--- src/sv/assert_macros.svh ---
// ---------------------------------------------------------------------------
// Assertion macros
// Shared concurrent assertion forms for the linked list engine.
// ---------------------------------------------------------------------------
`ifndef ASSERT_MACROS_SVH
`define ASSERT_MACROS_SVH

// Consequent must hold in the same cycle as the antecedent.
`define PLL_ASSERT_NOW(label, clk, rstn, ante, cons, msg) \
    label: assert property (@(posedge clk) disable iff (!rstn) (ante) |-> (cons)) \
        else $error(msg);

// Consequent must hold in the cycle after the antecedent.
`define PLL_ASSERT_NEXT(label, clk, rstn, ante, cons, msg) \
    label: assert property (@(posedge clk) disable iff (!rstn) (ante) |=> (cons)) \
        else $error(msg);

`endif

--- src/sv/pll_pkg.sv ---
// ---------------------------------------------------------------------------
// pll_pkg
// Types, widths and codes shared by the positional linked list engine.
// ---------------------------------------------------------------------------
package pll_pkg;

    // Pool size and derived widths.
    localparam int CAPACITY = 16;
    localparam int IDX_W    = (CAPACITY > 1) ? $clog2(CAPACITY) : 1;
    localparam int CNT_W    = $clog2(CAPACITY + 1);

    // Fixed field widths of the request and result transactions.
    localparam int OP_W    = 3;
    localparam int VAL_W   = 32;
    localparam int POS_W   = 5;
    localparam int COUNT_W = 5;
    localparam int ST_W    = 2;

    // Width used to compare positions against the element count.
    localparam int CMP_W = ((CNT_W > POS_W) ? CNT_W : POS_W) + 1;

    typedef enum logic [OP_W-1:0] {
        OP_INS_HEAD = 3'd0,
        OP_INS_TAIL = 3'd1,
        OP_INS_POS  = 3'd2,
        OP_DEL_POS  = 3'd3,
        OP_READ_ALL = 3'd4
    } op_t;

    typedef enum logic [ST_W-1:0] {
        ST_DONE  = 2'd0,
        ST_FULL  = 2'd1,
        ST_RANGE = 2'd2,
        ST_EMPTY = 2'd3
    } status_t;

    typedef enum logic [4:0] {
        S_IDLE,
        S_DECODE,
        S_INS_EMPTY,
        S_INS_HEAD,
        S_INS_HEAD2,
        S_INS_TAIL,
        S_INS_TAIL2,
        S_WALK,
        S_WALK_RUN,
        S_MID_RD,
        S_MID_W1,
        S_MID_W2,
        S_DEL_RD,
        S_DEL_W,
        S_RD_ISSUE,
        S_RD_EMIT,
        S_RESP
    } state_t;

    // Link update performed by the datapath.
    typedef enum logic [3:0] {
        LK_NONE,
        LK_EMPTY,
        LK_HEAD1,
        LK_HEAD2,
        LK_TAIL1,
        LK_TAIL2,
        LK_MID1,
        LK_MID2,
        LK_DEL
    } link_t;

    // Read address source for the slot memories.
    typedef enum logic [1:0] {
        RD_NONE,
        RD_CUR,
        RD_CHAIN
    } rd_sel_t;

    // Commands from the controller to the datapath.
    typedef struct packed {
        logic    load_req;
        logic    alloc;
        logic    walk_init;
        logic    walk_adv;
        rd_sel_t rd_sel;
        link_t   link;
        logic    emit_elem;
        logic    emit_status;
        status_t status;
    } cmd_t;

    // Status from the datapath to the controller.
    typedef struct packed {
        op_t  op;
        logic full;
        logic empty;
        logic ins_ok;
        logic del_ok;
        logic ins_head;
        logic ins_tail;
        logic walk_done;
        logic walk_last;
        logic rd_last;
        logic out_free;
    } stat_t;

endpackage

--- src/sv/pll_ifs.sv ---
// ---------------------------------------------------------------------------
// pll_ifs
// Valid/ready channels for request and result transactions.
// ---------------------------------------------------------------------------
interface pll_req_if;
    logic                                valid;
    logic                                ready;
    logic [pll_pkg::OP_W-1:0]            operation;
    logic signed [pll_pkg::VAL_W-1:0]    value;
    logic [pll_pkg::POS_W-1:0]           position;

    modport source (output valid, output operation, output value, output position,
                    input ready);
    modport sink   (input valid, input operation, input value, input position,
                    output ready);
endinterface

interface pll_rsp_if;
    logic                                valid;
    logic                                ready;
    logic signed [pll_pkg::VAL_W-1:0]    element_value;
    logic [pll_pkg::POS_W-1:0]           element_position;
    logic [pll_pkg::COUNT_W-1:0]         element_count;
    logic [pll_pkg::ST_W-1:0]            status;
    logic                                last;

    modport source (output valid, output element_value, output element_position,
                    output element_count, output status, output last, input ready);
    modport sink   (input valid, input element_value, input element_position,
                    input element_count, input status, input last, output ready);
endinterface

--- src/sv/positional_linked_list_engine.sv ---
// Head and tail inserts, rejected requests: decode, any link writes, registered result.
// Positional insert and delete: the walk follows one next link
// per cycle through the next-link memory's registered read port.
// Read all: a memory read, then an output load, for each element; one request at a time.
// Reset is asynchronous and leaves an empty list at once; the slot memories are not
// cleared, since a slot is only read after it has been linked in.
// ---------------------------------------------------------------------------
// positional_linked_list_engine
// Bounded doubly linked list of signed values in a slot pool, with insert,
// delete and in-order read-out requests on valid/ready channels.
// ---------------------------------------------------------------------------
`include "assert_macros.svh"

module positional_linked_list_engine (
    input  logic       clk,
    input  logic       rst_n,
    pll_req_if.sink    req,
    pll_rsp_if.source  rsp
);

    pll_pkg::cmd_t  cmd;
    pll_pkg::stat_t stat;

    // Sequencer.
    pll_ctrl u_ctrl (
        .clk       (clk),
        .rst_n     (rst_n),
        .req_valid (req.valid),
        .req_ready (req.ready),
        .stat      (stat),
        .cmd       (cmd)
    );

    // Storage and output register.
    pll_datapath u_datapath (
        .clk                  (clk),
        .rst_n                (rst_n),
        .cmd                  (cmd),
        .stat                 (stat),
        .req_operation        (req.operation),
        .req_value            (req.value),
        .req_position         (req.position),
        .rsp_ready            (rsp.ready),
        .rsp_valid            (rsp.valid),
        .rsp_element_value    (rsp.element_value),
        .rsp_element_position (rsp.element_position),
        .rsp_element_count    (rsp.element_count),
        .rsp_status           (rsp.status),
        .rsp_last             (rsp.last)
    );

    // A request is worked on alone: no second transaction right after one is taken.
    `PLL_ASSERT_NEXT(a_one_request, clk, rst_n, req.valid && req.ready, !req.ready, "request accepted while busy")

    // A failed or single result always closes its request.
    `PLL_ASSERT_NOW(a_status_last, clk, rst_n, rsp.valid && rsp.status != pll_pkg::ST_DONE, rsp.last, "error status without last")

    // Read-out elements carry done status and a position within the count.
    `PLL_ASSERT_NOW(a_elem_pos, clk, rst_n, rsp.valid && rsp.element_position != '0, (rsp.element_position <= rsp.element_count) && (rsp.status == pll_pkg::ST_DONE), "element position outside list")

endmodule

--- src/sv/pll_ram.sv ---
// ---------------------------------------------------------------------------
// pll_ram
// Generic single write port, single read port RAM with registered read.
// ---------------------------------------------------------------------------
module pll_ram #(
    parameter int WIDTH = 8,
    parameter int DEPTH = 16
) (
    input  logic                                       clk,
    input  logic                                       we,
    input  logic [((DEPTH > 1) ? $clog2(DEPTH) : 1)-1:0] waddr,
    input  logic [WIDTH-1:0]                           wdata,
    input  logic                                       re,
    input  logic [((DEPTH > 1) ? $clog2(DEPTH) : 1)-1:0] raddr,
    output logic [WIDTH-1:0]                           rdata
);

    logic [WIDTH-1:0] mem_reg [DEPTH];
    logic [WIDTH-1:0] rdata_reg;

    // Write port and registered read port.
    always_ff @(posedge clk)
    begin
        if (we)
        begin
            mem_reg[waddr] <= wdata;
        end
        if (re)
        begin
            rdata_reg <= mem_reg[raddr];
        end
    end

    assign rdata = rdata_reg;

endmodule

--- src/sv/pll_ctrl.sv ---
// ---------------------------------------------------------------------------
// pll_ctrl
// Sequencer for list requests: decodes the request, walks the links,
// relinks slots and hands result transactions to the datapath.
// ---------------------------------------------------------------------------
module pll_ctrl (
    input  logic            clk,
    input  logic            rst_n,
    input  logic            req_valid,
    output logic            req_ready,
    input  pll_pkg::stat_t  stat,
    output pll_pkg::cmd_t   cmd
);

    pll_pkg::state_t  state_reg, state_next;
    pll_pkg::status_t st_reg, st_next;

    // State and pending status registers.
    always_ff @(posedge clk or negedge rst_n)
    begin
        if (!rst_n)
        begin
            state_reg <= pll_pkg::S_IDLE;
            st_reg    <= pll_pkg::ST_DONE;
        end
        else
        begin
            state_reg <= state_next;
            st_reg    <= st_next;
        end
    end

    // Next state and commands.
    always_comb
    begin
        state_next      = state_reg;
        st_next         = st_reg;
        req_ready       = 1'b0;
        cmd.load_req    = 1'b0;
        cmd.alloc       = 1'b0;
        cmd.walk_init   = 1'b0;
        cmd.walk_adv    = 1'b0;
        cmd.rd_sel      = pll_pkg::RD_NONE;
        cmd.link        = pll_pkg::LK_NONE;
        cmd.emit_elem   = 1'b0;
        cmd.emit_status = 1'b0;
        cmd.status      = st_reg;

        case (state_reg)
            pll_pkg::S_IDLE:
            begin
                req_ready = 1'b1;
                if (req_valid)
                begin
                    cmd.load_req = 1'b1;
                    state_next   = pll_pkg::S_DECODE;
                end
            end

            pll_pkg::S_DECODE:
            begin
                st_next    = pll_pkg::ST_DONE;
                state_next = pll_pkg::S_RESP;
                case (stat.op)
                    pll_pkg::OP_INS_HEAD, pll_pkg::OP_INS_TAIL, pll_pkg::OP_INS_POS:
                    begin
                        if (stat.full)
                        begin
                            st_next = pll_pkg::ST_FULL;
                        end
                        else if (stat.op == pll_pkg::OP_INS_POS && !stat.ins_ok)
                        begin
                            st_next = pll_pkg::ST_RANGE;
                        end
                        else
                        begin
                            cmd.alloc = 1'b1;
                            if (stat.empty)
                            begin
                                state_next = pll_pkg::S_INS_EMPTY;
                            end
                            else if (stat.ins_head)
                            begin
                                state_next = pll_pkg::S_INS_HEAD;
                            end
                            else if (stat.ins_tail)
                            begin
                                state_next = pll_pkg::S_INS_TAIL;
                            end
                            else
                            begin
                                cmd.walk_init = 1'b1;
                                state_next    = pll_pkg::S_WALK;
                            end
                        end
                    end
                    pll_pkg::OP_DEL_POS:
                    begin
                        if (!stat.del_ok)
                        begin
                            st_next = pll_pkg::ST_RANGE;
                        end
                        else
                        begin
                            cmd.walk_init = 1'b1;
                            state_next    = pll_pkg::S_WALK;
                        end
                    end
                    pll_pkg::OP_READ_ALL:
                    begin
                        if (stat.empty)
                        begin
                            st_next = pll_pkg::ST_EMPTY;
                        end
                        else
                        begin
                            cmd.walk_init = 1'b1;
                            state_next    = pll_pkg::S_RD_ISSUE;
                        end
                    end
                    default:
                    begin
                        st_next = pll_pkg::ST_DONE;
                    end
                endcase
            end

            pll_pkg::S_INS_EMPTY:
            begin
                cmd.link   = pll_pkg::LK_EMPTY;
                state_next = pll_pkg::S_RESP;
            end

            pll_pkg::S_INS_HEAD:
            begin
                cmd.link   = pll_pkg::LK_HEAD1;
                state_next = pll_pkg::S_INS_HEAD2;
            end

            pll_pkg::S_INS_HEAD2:
            begin
                cmd.link   = pll_pkg::LK_HEAD2;
                state_next = pll_pkg::S_RESP;
            end

            pll_pkg::S_INS_TAIL:
            begin
                cmd.link   = pll_pkg::LK_TAIL1;
                state_next = pll_pkg::S_INS_TAIL2;
            end

            pll_pkg::S_INS_TAIL2:
            begin
                cmd.link   = pll_pkg::LK_TAIL2;
                state_next = pll_pkg::S_RESP;
            end

            // Start of the walk: either already there or read the first link.
            pll_pkg::S_WALK:
            begin
                if (stat.walk_done)
                begin
                    state_next = (stat.op == pll_pkg::OP_DEL_POS) ? pll_pkg::S_DEL_RD
                                                                  : pll_pkg::S_MID_RD;
                end
                else
                begin
                    cmd.rd_sel = pll_pkg::RD_CUR;
                    state_next = pll_pkg::S_WALK_RUN;
                end
            end

            // One link per cycle, feeding the read data back as the next address.
            pll_pkg::S_WALK_RUN:
            begin
                cmd.walk_adv = 1'b1;
                if (stat.walk_last)
                begin
                    state_next = (stat.op == pll_pkg::OP_DEL_POS) ? pll_pkg::S_DEL_RD
                                                                  : pll_pkg::S_MID_RD;
                end
                else
                begin
                    cmd.rd_sel = pll_pkg::RD_CHAIN;
                end
            end

            pll_pkg::S_MID_RD:
            begin
                cmd.rd_sel = pll_pkg::RD_CUR;
                state_next = pll_pkg::S_MID_W1;
            end

            pll_pkg::S_MID_W1:
            begin
                cmd.link   = pll_pkg::LK_MID1;
                state_next = pll_pkg::S_MID_W2;
            end

            pll_pkg::S_MID_W2:
            begin
                cmd.link   = pll_pkg::LK_MID2;
                state_next = pll_pkg::S_RESP;
            end

            pll_pkg::S_DEL_RD:
            begin
                cmd.rd_sel = pll_pkg::RD_CUR;
                state_next = pll_pkg::S_DEL_W;
            end

            pll_pkg::S_DEL_W:
            begin
                cmd.link   = pll_pkg::LK_DEL;
                state_next = pll_pkg::S_RESP;
            end

            pll_pkg::S_RD_ISSUE:
            begin
                cmd.rd_sel = pll_pkg::RD_CUR;
                state_next = pll_pkg::S_RD_EMIT;
            end

            // Hand one element to the output register once it is free.
            pll_pkg::S_RD_EMIT:
            begin
                if (stat.out_free)
                begin
                    cmd.emit_elem = 1'b1;
                    state_next    = stat.rd_last ? pll_pkg::S_IDLE : pll_pkg::S_RD_ISSUE;
                end
            end

            pll_pkg::S_RESP:
            begin
                if (stat.out_free)
                begin
                    cmd.emit_status = 1'b1;
                    state_next      = pll_pkg::S_IDLE;
                end
            end

            default:
            begin
                state_next = pll_pkg::S_IDLE;
            end
        endcase
    end

endmodule

--- src/sv/pll_datapath.sv ---
// ---------------------------------------------------------------------------
// pll_datapath
// Slot memories, list head/tail/count registers, free slot bitmap,
// walk pointer and the output register for result transactions.
// ---------------------------------------------------------------------------
module pll_datapath (
    input  logic                                clk,
    input  logic                                rst_n,
    input  pll_pkg::cmd_t                       cmd,
    output pll_pkg::stat_t                      stat,
    input  logic [pll_pkg::OP_W-1:0]            req_operation,
    input  logic signed [pll_pkg::VAL_W-1:0]    req_value,
    input  logic [pll_pkg::POS_W-1:0]           req_position,
    input  logic                                rsp_ready,
    output logic                                rsp_valid,
    output logic signed [pll_pkg::VAL_W-1:0]    rsp_element_value,
    output logic [pll_pkg::POS_W-1:0]           rsp_element_position,
    output logic [pll_pkg::COUNT_W-1:0]         rsp_element_count,
    output logic [pll_pkg::ST_W-1:0]            rsp_status,
    output logic                                rsp_last
);

    // List control registers.
    logic [pll_pkg::IDX_W-1:0]    head_reg, head_next;
    logic [pll_pkg::IDX_W-1:0]    tail_reg, tail_next;
    logic [pll_pkg::CAPACITY-1:0] free_reg, free_next;
    logic [pll_pkg::CNT_W-1:0]    count_reg, count_next;
    logic                         out_valid_reg, out_valid_next;

    // Request and walk registers.
    pll_pkg::op_t                     op_reg;
    logic signed [pll_pkg::VAL_W-1:0] val_reg;
    logic [pll_pkg::POS_W-1:0]        pos_reg;
    logic [pll_pkg::IDX_W-1:0]        slot_reg, slot_next;
    logic [pll_pkg::IDX_W-1:0]        cur_reg, cur_next;
    logic [pll_pkg::IDX_W-1:0]        aux_reg, aux_next;
    logic [pll_pkg::CNT_W-1:0]        steps_reg, steps_next;
    logic [pll_pkg::CNT_W-1:0]        idx_reg, idx_next;

    // Output payload registers.
    logic signed [pll_pkg::VAL_W-1:0] out_value_reg;
    logic [pll_pkg::POS_W-1:0]        out_pos_reg;
    logic [pll_pkg::COUNT_W-1:0]      out_count_reg;
    logic [pll_pkg::ST_W-1:0]         out_status_reg;
    logic                             out_last_reg;

    // Memory ports.
    logic                         next_we, prev_we, rd_en;
    logic [pll_pkg::IDX_W-1:0]    next_waddr, next_wdata, prev_waddr, prev_wdata;
    logic [pll_pkg::IDX_W-1:0]    rd_addr;
    logic [pll_pkg::IDX_W-1:0]    next_rdata, prev_rdata;
    logic [pll_pkg::VAL_W-1:0]    value_rdata;

    // Derived values.
    logic [pll_pkg::IDX_W-1:0]    alloc_slot;
    logic [pll_pkg::CMP_W-1:0]    pos_x, cnt_x, walk_len;
    logic [pll_pkg::CNT_W:0]      idx_inc;
    logic                         out_free;

    // Lowest numbered free slot.
    always_comb
    begin
        alloc_slot = '0;
        for (int i = pll_pkg::CAPACITY - 1; i >= 0; i--)
        begin
            if (free_reg[i])
            begin
                alloc_slot = pll_pkg::IDX_W'(i);
            end
        end
    end

    // Range checks and walk length.
    assign pos_x    = pll_pkg::CMP_W'(pos_reg);
    assign cnt_x    = pll_pkg::CMP_W'(count_reg);
    assign walk_len = (op_reg == pll_pkg::OP_DEL_POS) ? (pos_x - pll_pkg::CMP_W'(1))
                                                      : (pos_x - pll_pkg::CMP_W'(2));
    assign idx_inc  = {1'b0, idx_reg} + (pll_pkg::CNT_W + 1)'(1);
    assign out_free = !out_valid_reg || rsp_ready;

    always_comb
    begin
        stat.op        = op_reg;
        stat.full      = cnt_x >= pll_pkg::CMP_W'(pll_pkg::CAPACITY);
        stat.empty     = count_reg == '0;
        stat.ins_ok    = (pos_x != '0) && (pos_x <= cnt_x + pll_pkg::CMP_W'(1));
        stat.del_ok    = (pos_x != '0) && (pos_x <= cnt_x);
        stat.ins_head  = (op_reg == pll_pkg::OP_INS_HEAD) ||
                         ((op_reg == pll_pkg::OP_INS_POS) && (pos_x == pll_pkg::CMP_W'(1)));
        stat.ins_tail  = (op_reg == pll_pkg::OP_INS_TAIL) ||
                         ((op_reg == pll_pkg::OP_INS_POS) &&
                          (pos_x == cnt_x + pll_pkg::CMP_W'(1)));
        stat.walk_done = steps_reg == '0;
        stat.walk_last = steps_reg == pll_pkg::CNT_W'(1);
        stat.rd_last   = idx_inc == {1'b0, count_reg};
        stat.out_free  = out_free;
    end

    // Read address: the walk pointer, or the link just read for chained steps.
    assign rd_en   = cmd.rd_sel != pll_pkg::RD_NONE;
    assign rd_addr = (cmd.rd_sel == pll_pkg::RD_CHAIN) ? next_rdata : cur_reg;

    // Link updates and list bookkeeping.
    always_comb
    begin
        head_next  = head_reg;
        tail_next  = tail_reg;
        free_next  = free_reg;
        count_next = count_reg;
        slot_next  = slot_reg;
        aux_next   = aux_reg;
        next_we    = 1'b0;
        next_waddr = slot_reg;
        next_wdata = slot_reg;
        prev_we    = 1'b0;
        prev_waddr = slot_reg;
        prev_wdata = slot_reg;

        if (cmd.alloc)
        begin
            slot_next = alloc_slot;
            free_next = free_reg & ~(pll_pkg::CAPACITY'(1) << alloc_slot);
        end

        case (cmd.link)
            pll_pkg::LK_EMPTY:
            begin
                next_we    = 1'b1;
                prev_we    = 1'b1;
                head_next  = slot_reg;
                tail_next  = slot_reg;
                count_next = count_reg + pll_pkg::CNT_W'(1);
            end
            pll_pkg::LK_HEAD1:
            begin
                next_we    = 1'b1;
                next_wdata = head_reg;
                prev_we    = 1'b1;
            end
            pll_pkg::LK_HEAD2:
            begin
                prev_we    = 1'b1;
                prev_waddr = head_reg;
                head_next  = slot_reg;
                count_next = count_reg + pll_pkg::CNT_W'(1);
            end
            pll_pkg::LK_TAIL1:
            begin
                prev_we    = 1'b1;
                prev_wdata = tail_reg;
                next_we    = 1'b1;
            end
            pll_pkg::LK_TAIL2:
            begin
                next_we    = 1'b1;
                next_waddr = tail_reg;
                tail_next  = slot_reg;
                count_next = count_reg + pll_pkg::CNT_W'(1);
            end
            pll_pkg::LK_MID1:
            begin
                next_we    = 1'b1;
                next_wdata = next_rdata;
                prev_we    = 1'b1;
                prev_wdata = cur_reg;
                aux_next   = next_rdata;
            end
            pll_pkg::LK_MID2:
            begin
                next_we    = 1'b1;
                next_waddr = cur_reg;
                prev_we    = 1'b1;
                prev_waddr = aux_reg;
                count_next = count_reg + pll_pkg::CNT_W'(1);
            end
            pll_pkg::LK_DEL:
            begin
                // Unlink the walked slot; next and prev read data are its links.
                if (count_reg == pll_pkg::CNT_W'(1))
                begin
                    head_next = '0;
                    tail_next = '0;
                end
                else if (cur_reg == head_reg)
                begin
                    head_next  = next_rdata;
                    prev_we    = 1'b1;
                    prev_waddr = next_rdata;
                    prev_wdata = next_rdata;
                end
                else if (cur_reg == tail_reg)
                begin
                    tail_next  = prev_rdata;
                    next_we    = 1'b1;
                    next_waddr = prev_rdata;
                    next_wdata = prev_rdata;
                end
                else
                begin
                    next_we    = 1'b1;
                    next_waddr = prev_rdata;
                    next_wdata = next_rdata;
                    prev_we    = 1'b1;
                    prev_waddr = next_rdata;
                    prev_wdata = prev_rdata;
                end
                free_next  = free_reg | (pll_pkg::CAPACITY'(1) << cur_reg);
                count_next = count_reg - pll_pkg::CNT_W'(1);
            end
            default:
            begin
                next_we = 1'b0;
            end
        endcase
    end

    // Walk pointer, step counter and read-out index.
    always_comb
    begin
        cur_next   = cur_reg;
        steps_next = steps_reg;
        idx_next   = idx_reg;
        if (cmd.walk_init)
        begin
            cur_next   = head_reg;
            steps_next = pll_pkg::CNT_W'(walk_len);
            idx_next   = '0;
        end
        else if (cmd.walk_adv)
        begin
            cur_next   = next_rdata;
            steps_next = steps_reg - pll_pkg::CNT_W'(1);
        end
        else if (cmd.emit_elem)
        begin
            cur_next = next_rdata;
            idx_next = idx_inc[pll_pkg::CNT_W-1:0];
        end
    end

    // Output register valid flag.
    always_comb
    begin
        out_valid_next = out_valid_reg;
        if (cmd.emit_elem || cmd.emit_status)
        begin
            out_valid_next = 1'b1;
        end
        else if (rsp_ready)
        begin
            out_valid_next = 1'b0;
        end
    end

    // Control registers.
    always_ff @(posedge clk or negedge rst_n)
    begin
        if (!rst_n)
        begin
            head_reg      <= '0;
            tail_reg      <= '0;
            free_reg      <= '1;
            count_reg     <= '0;
            out_valid_reg <= 1'b0;
        end
        else
        begin
            head_reg      <= head_next;
            tail_reg      <= tail_next;
            free_reg      <= free_next;
            count_reg     <= count_next;
            out_valid_reg <= out_valid_next;
        end
    end

    // Payload registers.
    always_ff @(posedge clk)
    begin
        if (cmd.load_req)
        begin
            op_reg  <= pll_pkg::op_t'(req_operation);
            val_reg <= req_value;
            pos_reg <= req_position;
        end
        slot_reg  <= slot_next;
        aux_reg   <= aux_next;
        cur_reg   <= cur_next;
        steps_reg <= steps_next;
        idx_reg   <= idx_next;
        if (cmd.emit_elem)
        begin
            out_value_reg  <= value_rdata;
            out_pos_reg    <= pll_pkg::POS_W'(idx_inc);
            out_count_reg  <= pll_pkg::COUNT_W'(count_reg);
            out_status_reg <= pll_pkg::ST_DONE;
            out_last_reg   <= stat.rd_last;
        end
        else if (cmd.emit_status)
        begin
            out_value_reg  <= '0;
            out_pos_reg    <= '0;
            out_count_reg  <= pll_pkg::COUNT_W'(count_reg);
            out_status_reg <= cmd.status;
            out_last_reg   <= 1'b1;
        end
    end

    // Slot memories.
    pll_ram #(.WIDTH(pll_pkg::VAL_W), .DEPTH(pll_pkg::CAPACITY)) u_value_ram (
        .clk   (clk),
        .we    (cmd.alloc),
        .waddr (alloc_slot),
        .wdata (val_reg),
        .re    (rd_en),
        .raddr (rd_addr),
        .rdata (value_rdata)
    );

    pll_ram #(.WIDTH(pll_pkg::IDX_W), .DEPTH(pll_pkg::CAPACITY)) u_next_ram (
        .clk   (clk),
        .we    (next_we),
        .waddr (next_waddr),
        .wdata (next_wdata),
        .re    (rd_en),
        .raddr (rd_addr),
        .rdata (next_rdata)
    );

    pll_ram #(.WIDTH(pll_pkg::IDX_W), .DEPTH(pll_pkg::CAPACITY)) u_prev_ram (
        .clk   (clk),
        .we    (prev_we),
        .waddr (prev_waddr),
        .wdata (prev_wdata),
        .re    (rd_en),
        .raddr (rd_addr),
        .rdata (prev_rdata)
    );

    // Result transaction outputs.
    assign rsp_valid            = out_valid_reg;
    assign rsp_element_value    = out_value_reg;
    assign rsp_element_position = out_pos_reg;
    assign rsp_element_count    = out_count_reg;
    assign rsp_status           = out_status_reg;
    assign rsp_last             = out_last_reg;

endmodule
--- src/flat_wrapper.sv ---
// flat-port wrapper written by rule: the top's interface ports become plain ports
module positional_linked_list_engine_flat 
  (clk, rst_n, req_valid, req_operation, req_value, req_position, req_ready, rsp_valid, rsp_element_value, rsp_element_position, rsp_element_count, rsp_status, rsp_last, rsp_ready);
  pll_req_if req_i ();
  pll_rsp_if rsp_i ();
  input  logic clk;
  input  logic rst_n;
  input wire logic [$bits(req_i.valid)-1:0] req_valid;
  input wire logic [$bits(req_i.operation)-1:0] req_operation;
  input wire logic [$bits(req_i.value)-1:0] req_value;
  input wire logic [$bits(req_i.position)-1:0] req_position;
  output wire logic [$bits(req_i.ready)-1:0] req_ready;
  output wire logic [$bits(rsp_i.valid)-1:0] rsp_valid;
  output wire logic [$bits(rsp_i.element_value)-1:0] rsp_element_value;
  output wire logic [$bits(rsp_i.element_position)-1:0] rsp_element_position;
  output wire logic [$bits(rsp_i.element_count)-1:0] rsp_element_count;
  output wire logic [$bits(rsp_i.status)-1:0] rsp_status;
  output wire logic [$bits(rsp_i.last)-1:0] rsp_last;
  input wire logic [$bits(rsp_i.ready)-1:0] rsp_ready;
  assign req_i.valid = req_valid;
  assign req_i.operation = req_operation;
  assign req_i.value = req_value;
  assign req_i.position = req_position;
  assign req_ready = req_i.ready;
  assign rsp_valid = rsp_i.valid;
  assign rsp_element_value = rsp_i.element_value;
  assign rsp_element_position = rsp_i.element_position;
  assign rsp_element_count = rsp_i.element_count;
  assign rsp_status = rsp_i.status;
  assign rsp_last = rsp_i.last;
  assign rsp_i.ready = rsp_ready;
  positional_linked_list_engine u_core (.clk(clk), .rst_n(rst_n), .req(req_i), .rsp(rsp_i));
endmodule
--- config.mk ---
export PLATFORM = sky130hd
export DESIGN_NAME = positional_linked_list_engine_flat
export DESIGN_NICKNAME = d
export VERILOG_FILES = /design/src/sv/pll_pkg.sv /design/src/sv/pll_ifs.sv /design/src/sv/positional_linked_list_engine.sv /design/src/sv/pll_ram.sv /design/src/sv/pll_ctrl.sv /design/src/sv/pll_datapath.sv /design/src/flat_wrapper.sv
export VERILOG_INCLUDE_DIRS = /design/src /design/src/sv
export SDC_FILE = /design/constraint.sdc
export NUM_CORES = 1
export LEC_CHECK = 0
export BUFFER_PORTS_ARGS = -buffer_cell sky130_fd_sc_hd__buf_4
export CORE_UTILIZATION = 40
export CTS_CLUSTER_SIZE = 10
export DETAILED_ROUTE_END_ITERATION = 8
export SYNTH_ARGS = -nofsm -noshare
export SYNTH_HDL_FRONTEND = slang
export SYNTH_SLANG_ARGS = --single-unit
--- constraint.sdc ---
create_clock -name clk -period 4.6 [get_ports clk]
set_input_delay 0.23 -clock clk [delete_from_list [all_inputs] [get_ports clk]]
set_output_delay 0.23 -clock clk [all_outputs]
set_load 0.02 [all_outputs]
==> results of run 1 <==
## cell type report
type                            count  area (um2)
Clock buffer                      123        2510
Clock inverter                     14         200
Fill cell                        6904       43500
Inverter                           28         105
Multi-Input combinational cell   1115        8480
Sequential cell                   824       24500
Tap cell                         1070        1340
Timing Repair Buffer              204        1770
## metal layers
layer | global-route usage [%] | up-vias | share of wire [%] | wire length, um
li1 | - | 8633 | - | -
met1 | 24.3 | 9689 | 42 | 33700
met2 | 32.1 | 589 | 50 | 39900
met3 | 3.03 | 126 | 4.9 | 3900
met4 | 5.15 | 0 | 2.2 | 1780
met5 | 0 | - | 0 | 0
## cell families (layout without fill, tap and decap cells)
group	count (synthesis)	in the layout	synth area share, %
buffers and inverters	138	369	1.78
AO/OA/AOI/OAI	363	363	7.18
XOR/XNOR	32	32	0.840
multiplexers	333	333	10.0
AND/OR/NAND/NOR	366	366	5.97
flip-flops	824	824	73.4
adder cells (fa/ha/maj)	21	21	0.787
## critical path, cell delays in order (launching register included)
cell      delay, ns
dfrtp_1        0.49
ha_1           0.26
nand3_1        0.11
xnor2_1        0.25
ha_1           0.29
and3_1         0.19
o21ai_0        0.08
a211oi_1       0.16
o22ai_1        0.39
buf_4          0.27
nor2b_1        0.57
and3_2         0.52
buf_12         0.25
## where the power goes
part           switching, mW  internal [mW]  total (mW)
Clock                   2.86           3.81        6.68
Combinational           2.60           1.62        4.22
Sequential             0.713           9.34        10.1
Total                   6.18           14.8        21.0
## what timing repair did
action	in CTS	in global routing
hold buffers	42	0
endpoints found under the setup margin	0	0
hold endpoints to repair	78	0
setup buffers	0	0
## layout by cell type, fill, tap and decap left out, types with 22 or more instances in the layout
master	instances
a21oi_1	39
dlygate4sd3_1	42
nor2_1	73
edfxtp_1	780
and2_1	41
or4_1	43
o21ai_0	24
buf_4	151
nor3_1	22
inv_1	27
a31oi_1	25
nand3_1	26
o22ai_1	168
nand2_1	58
clkbuf_1	25
mux2i_1	328
clkbuf_16	95
## metrics by stage
stage | instance area [um2] | utilization [%] | TNS, ns | cells | setup WS, ns
final | 38900 | 47.2 | 0 | 3378 | 0.426
after global routing | 38900 | 47.2 | 0 | 3378 | 0.158
after CTS | 38900 | 47.2 | 0 | 3378 | 0.454
after detailed placement | 35800 | 43.4 | 0 | 3199 | 0.489
after global placement | 35800 | 43.4 | 0 | 3199 | 0.557
after floorplan | 33400 | - | -111.19 | 2077 | -0.449
## worst max-delay path by stage
stage                                   startpoint                                           end  slack (ns)  depth (start not counted)
finish              u_core.u_datapath.count_reg[0]  u_core.u_datapath.u_value_ram.mem_reg[5][18]        0.43                         12
global route        u_core.u_datapath.count_reg[0]  u_core.u_datapath.u_value_ram.mem_reg[4][18]        0.16                         12
CTS                 u_core.u_datapath.count_reg[0]  u_core.u_datapath.u_value_ram.mem_reg[8][29]        0.45                         10
detailed placement  u_core.u_datapath.count_reg[0]  u_core.u_datapath.u_value_ram.mem_reg[5][16]        0.49                         12
global placement    u_core.u_datapath.count_reg[0]  u_core.u_datapath.u_value_ram.mem_reg[9][12]        0.56                         10
floorplan           u_core.u_datapath.count_reg[2]  u_core.u_datapath.u_value_ram.mem_reg[14][0]       -0.45                         10
==> results.py, run 1 <==
metrics = {
    "status": {
        "status": "finished clean",
    },
    "logic_synthesis": {
        "yosys-top-cells-count": "edfxtp_1, mux2i_1, o22ai_1",
        "syn_avg_cell_area_um2": 16.1,
        "synth_top_area_share_pct": 70.2,
        "synth_cell_type_count": 69,
        "synthFlopType": "edfxtp_1",
        "synth_edf_count": 780,
        "yosys_warnings": 0,
        "async_flop_share_pct": 4.49,
        "yosysTopAreaCell": "edfxtp_1",
        "syn_inst": 2077,
        "synth_nets": 2142,
        "ys_seq_area_share_pct": 73.4,
        "ys_ff_latch": 824,
        "synth_area_leaders": "edfxtp_1, mux2i_1, o22ai_1, dfrtp_1, dfstp_2",
        "yosysMostFrequentCell": "edfxtp_1",
        "syn_area_um2": 33400,
    },
    "die": {
        "dieArea_um2": 84600,
        "core_um2": 82400,
        "dieHeight_um": 291,
        "io_pins": 91,
        "start_util_pct": 40.5,
        "row_count": 105,
        "dieWidth_um": 291,
    },
    "final_layout": {
        "nNetsFinal": 2333,
        "antennaDiodeCount": 0,
        "area_delta_synth_final_pct": 16.6,
        "largest_reg_flops": 512,
        "drive_gt1_share_pct": 14.3,
    },
    "global_routing": {
        "grt_pass1_vias": 19600,
        "gr-total-overflow": 0,
        "antenna_found_initial": 1,
        "grt_usage_pct": 18.6,
        "grt_pass1_wl_mm": 121,
        "grt_max_degree": 60,
    },
    "power": {
        "ir_drop_mv": 0.402,
        "power_density_nw_per_um2": 538,
        "p_total_mw": 21.0,
        "p_leak_nw": 13.7,
    },
    "setup_path": {
        "timing.rr.start": "u_core.u_datapath.count_reg[0]",
        "crit_type": "reg -> reg",
        "regToRegEndpoint": "u_core.u_datapath.u_value_ram.mem_reg[5][18]",
        "required_ns": 4.95,
        "crit_path_end_kind": "flop",
        "rrSetupSlack_ns": 0.43,
        "r2r_cells": 12,
        "cp_max_fo": 23,
        "crit_arrival_ns": 4.52,
        "startpoint_type": "flop",
    },
    "route": {
        "vias_per_cell": 5.64,
        "drc": 0,
        "post_drt_wl_per_cell_um": 23.5,
        "vias": 19000,
        "drt-total-wl_mm": 79.3,
        "dr.pass1.iters": 5,
        "drt_iter0_markers": 1509,
        "antenna_left": 0,
    },
    "placed_design": {
        "gp_congestion": 0.875,
        "dp_hpwl_mm": 48.8,
        "port_buffers": 90,
    },
    "sta": {
        "layout_min_cycle_time_ns": 4.17,
        "hold_slack_ns": 0.101,
        "skew_ns": 0.0571,
        "setup_viol": 0,
        "slew_viol_final": 0,
        "relSlewSlack_pct": 16.6,
        "hold_viol": 0,
        "final.period_utilization_pct": 90.7,
        "worstMarginPinSlew_ns": 1.24,
        "max_freq_mhz": 240,
        "rsz0062_at_grt": "no",
    },
    "cts": {
        "cts.path.max_buffers": 3,
        "htreeDepth": 3,
        "cts_tree": "built",
        "cts_buffers": 95,
        "numClockSinks": 824,
        "path_clk_slew_ns": 0.06,
        "clock_latency_ns": 0.67,
        "cts_resized": 0,
        "cts-root-buf": "clkbuf_16",
    },
    "min_path": {
        "hold_path_class": "in -> async",
    },
    "job": {
        "maxCapViolations": 0,
    },
}
Power figures use the tool's default switching activity.
==> run 2, diff against run 1 <==
--- a/config.mk
+++ b/config.mk
@@ -6,6 +6,7 @@
 export SDC_FILE = /design/constraint.sdc
 export NUM_CORES = 1
 export LEC_CHECK = 0
+export ABC_CLOCK_PERIOD_IN_PS = 4240
 export BUFFER_PORTS_ARGS = -buffer_cell sky130_fd_sc_hd__buf_4
 export CORE_UTILIZATION = 40
 export CTS_CLUSTER_SIZE = 10
==> constraint.sdc (replaced) <==
create_clock -name clk -period 4.24 [get_ports clk]
set_input_delay 0.212 -clock clk [delete_from_list [all_inputs] [get_ports clk]]
set_output_delay 0.212 -clock clk [all_outputs]
set_load 0.02 [all_outputs]
==> results.py, run 2 (synthesis results as in run 1) <==
metrics = {
    "global_routing": {
        "grt_pass1_vias": 19600,
        "gr-usage-met3_pct": 3.33,
        "gr-total-overflow": 0,
        "grt_pass1_wl_mm": 121,
        "gr-usage-met1_pct": 24.7,
        "grt_usage_pct": 18.9,
        "use_met2_pct": 31.7,
        "antenna_found_initial": 1,
        "grt.busiest_layer": "met2",
        "grt_max_degree": 47,
    },
    "cts": {
        "path_clk_slew_ns": 0.06,
        "cts-root-buf": "clkbuf_16",
        "post_cts_buffers": 0,
        "htreeDepth": 3,
        "cts_buffers": 95,
        "cts_tree": "built",
        "cts.path.max_buffers": 3,
        "clock_latency_ns": 0.65,
        "numClockSinks": 824,
    },
    "route": {
        "drt-total-wl_mm": 80.5,
        "post_drt_wl_per_cell_um": 23.9,
        "vias": 19100,
        "vias_per_cell": 5.66,
        "antenna_left": 0,
        "dr.pass1.iters": 5,
        "drt_iter0_markers": 1755,
        "drc": 0,
    },
    "status": {
        "status": "finished clean",
    },
    "setup_path": {
        "rrSetupSlack_ns": 0.42,
        "required_ns": 4.55,
        "cp_max_fo": 32,
        "startpoint_type": "flop",
        "crit_type": "reg -> reg",
        "crit_path_end_kind": "flop",
        "crit_arrival_ns": 4.14,
    },
    "final_layout": {
        "final_area_um2": 39100,
        "largest_reg_flops": 512,
        "area_delta_synth_final_pct": 17.1,
        "final_common_cell": "edfxtp_1",
        "antennaDiodeCount": 0,
        "final_cell_mix": "edfxtp_1, mux2i_1, o22ai_1, buf_4, clkbuf_16",
        "nNetsFinal": 2335,
        "fin_util_pct": 47.4,
        "drive_gt1_share_pct": 14.4,
    },
    "sta": {
        "setup_viol": 0,
        "slew_viol_final": 0,
        "rsz0062_at_grt": "no",
        "setup_slack_ns": 0.416,
        "hold_viol": 0,
        "max_freq_mhz": 262,
        "final.period_utilization_pct": 90.2,
        "worstMarginPinSlew_ns": 1.24,
        "skew_ns": 0.0447,
        "hold_slack_ns": 0.0967,
        "layout_min_cycle_time_ns": 3.82,
        "relSlewSlack_pct": 17.1,
    },
    "placed_design": {
        "port_buffers": 90,
        "dp_worst_setup_slack_ns": 0.488,
        "gp_congestion": 0.871,
        "dpl-instance-area_um2": 36000,
        "dp_hpwl_mm": 47.9,
    },
    "die": {
        "start_util_pct": 40.5,
        "dieArea_um2": 84600,
        "row_count": 105,
        "dieHeight_um": 291,
        "dieWidth_um": 291,
        "io_pins": 91,
        "core_um2": 82400,
    },
    "min_path": {
        "hold_path_class": "in -> async",
    },
    "power": {
        "p_total_mw": 22.8,
        "power_density_nw_per_um2": 582,
        "p_leak_nw": 13.7,
        "ir_drop_mv": 0.443,
    },
    "job": {
        "maxCapViolations": 0,
    },
}
## run 2: layout make-up
type | count | area (um2)
sequential | 824 | 24500
clock inverter | 14 | 171
tap | 1070 | 1340
fill | 6932 | 43300
clock buffer | 112 | 2470
inverter | 28 | 105
timing repair buffer | 206 | 2000
multi-input combinational | 1115 | 8480
## run 2: power by group
group          switching, mW  internal (mW)  total, mW
clock network           3.06           4.09       7.15
registers              0.801           10.1       10.9
logic                   2.87           1.80       4.67
## run 2: final timing paths
check,startpoint,depth (start not counted),end
worst max-delay path,u_core.u_datapath.count_reg[0],11,u_core.u_datapath.u_value_ram.mem_reg[13][23]
worst min-delay path,rst_n,2,u_core.u_datapath.count_reg[3]
worst max register to register,u_core.u_datapath.count_reg[0],11,u_core.u_datapath.u_value_ram.mem_reg[13][23]
worst min register to register,u_core.u_datapath.rsp_status[1],2,u_core.u_datapath.rsp_status[1]
max in group asynchronous,rst_n,2,u_core.u_datapath.free_reg[2]
min in group clk,req_valid,3,u_core.u_ctrl.state_reg[3]
## run 2: worst max-delay path, stage by stage (launching register included)
cell and delay (ns):
dfrtp_1 0.50, ha_1 0.26, nand3_1 0.12, xnor2_1 0.24, ha_1 0.28, and3_1 0.20
o21ai_0 0.10, a211oi_1 0.17, o22ai_1 0.59, and2_1 0.47, and3_2 0.28, buf_12 0.26
## run 2: per-stage QoR
stage | setup TNS [ns] | instances
after floorplan | -203.35 | 2077
after global placement | 0 | 3201
after detailed placement | 0 | 3201
after CTS | 0 | 3369
after global routing | 0 | 3369
final | 0 | 3369
## run 2: per-layer routing
| layer | part of all wire, % | wire (um) |
|---|---|---|
| met1 | 43 | 34500 |
| met2 | 49 | 39400 |
| met3 | 5.2 | 4200 |
| met4 | 2.9 | 2330 |
| met5 | 0 | 0 |
## run 2: timing repair
action / 4_1_cts / 5_1_grt
hold buffers: 42 / 0
hold endpoints to repair: 78 / 0
resized for setup: 0 / 0
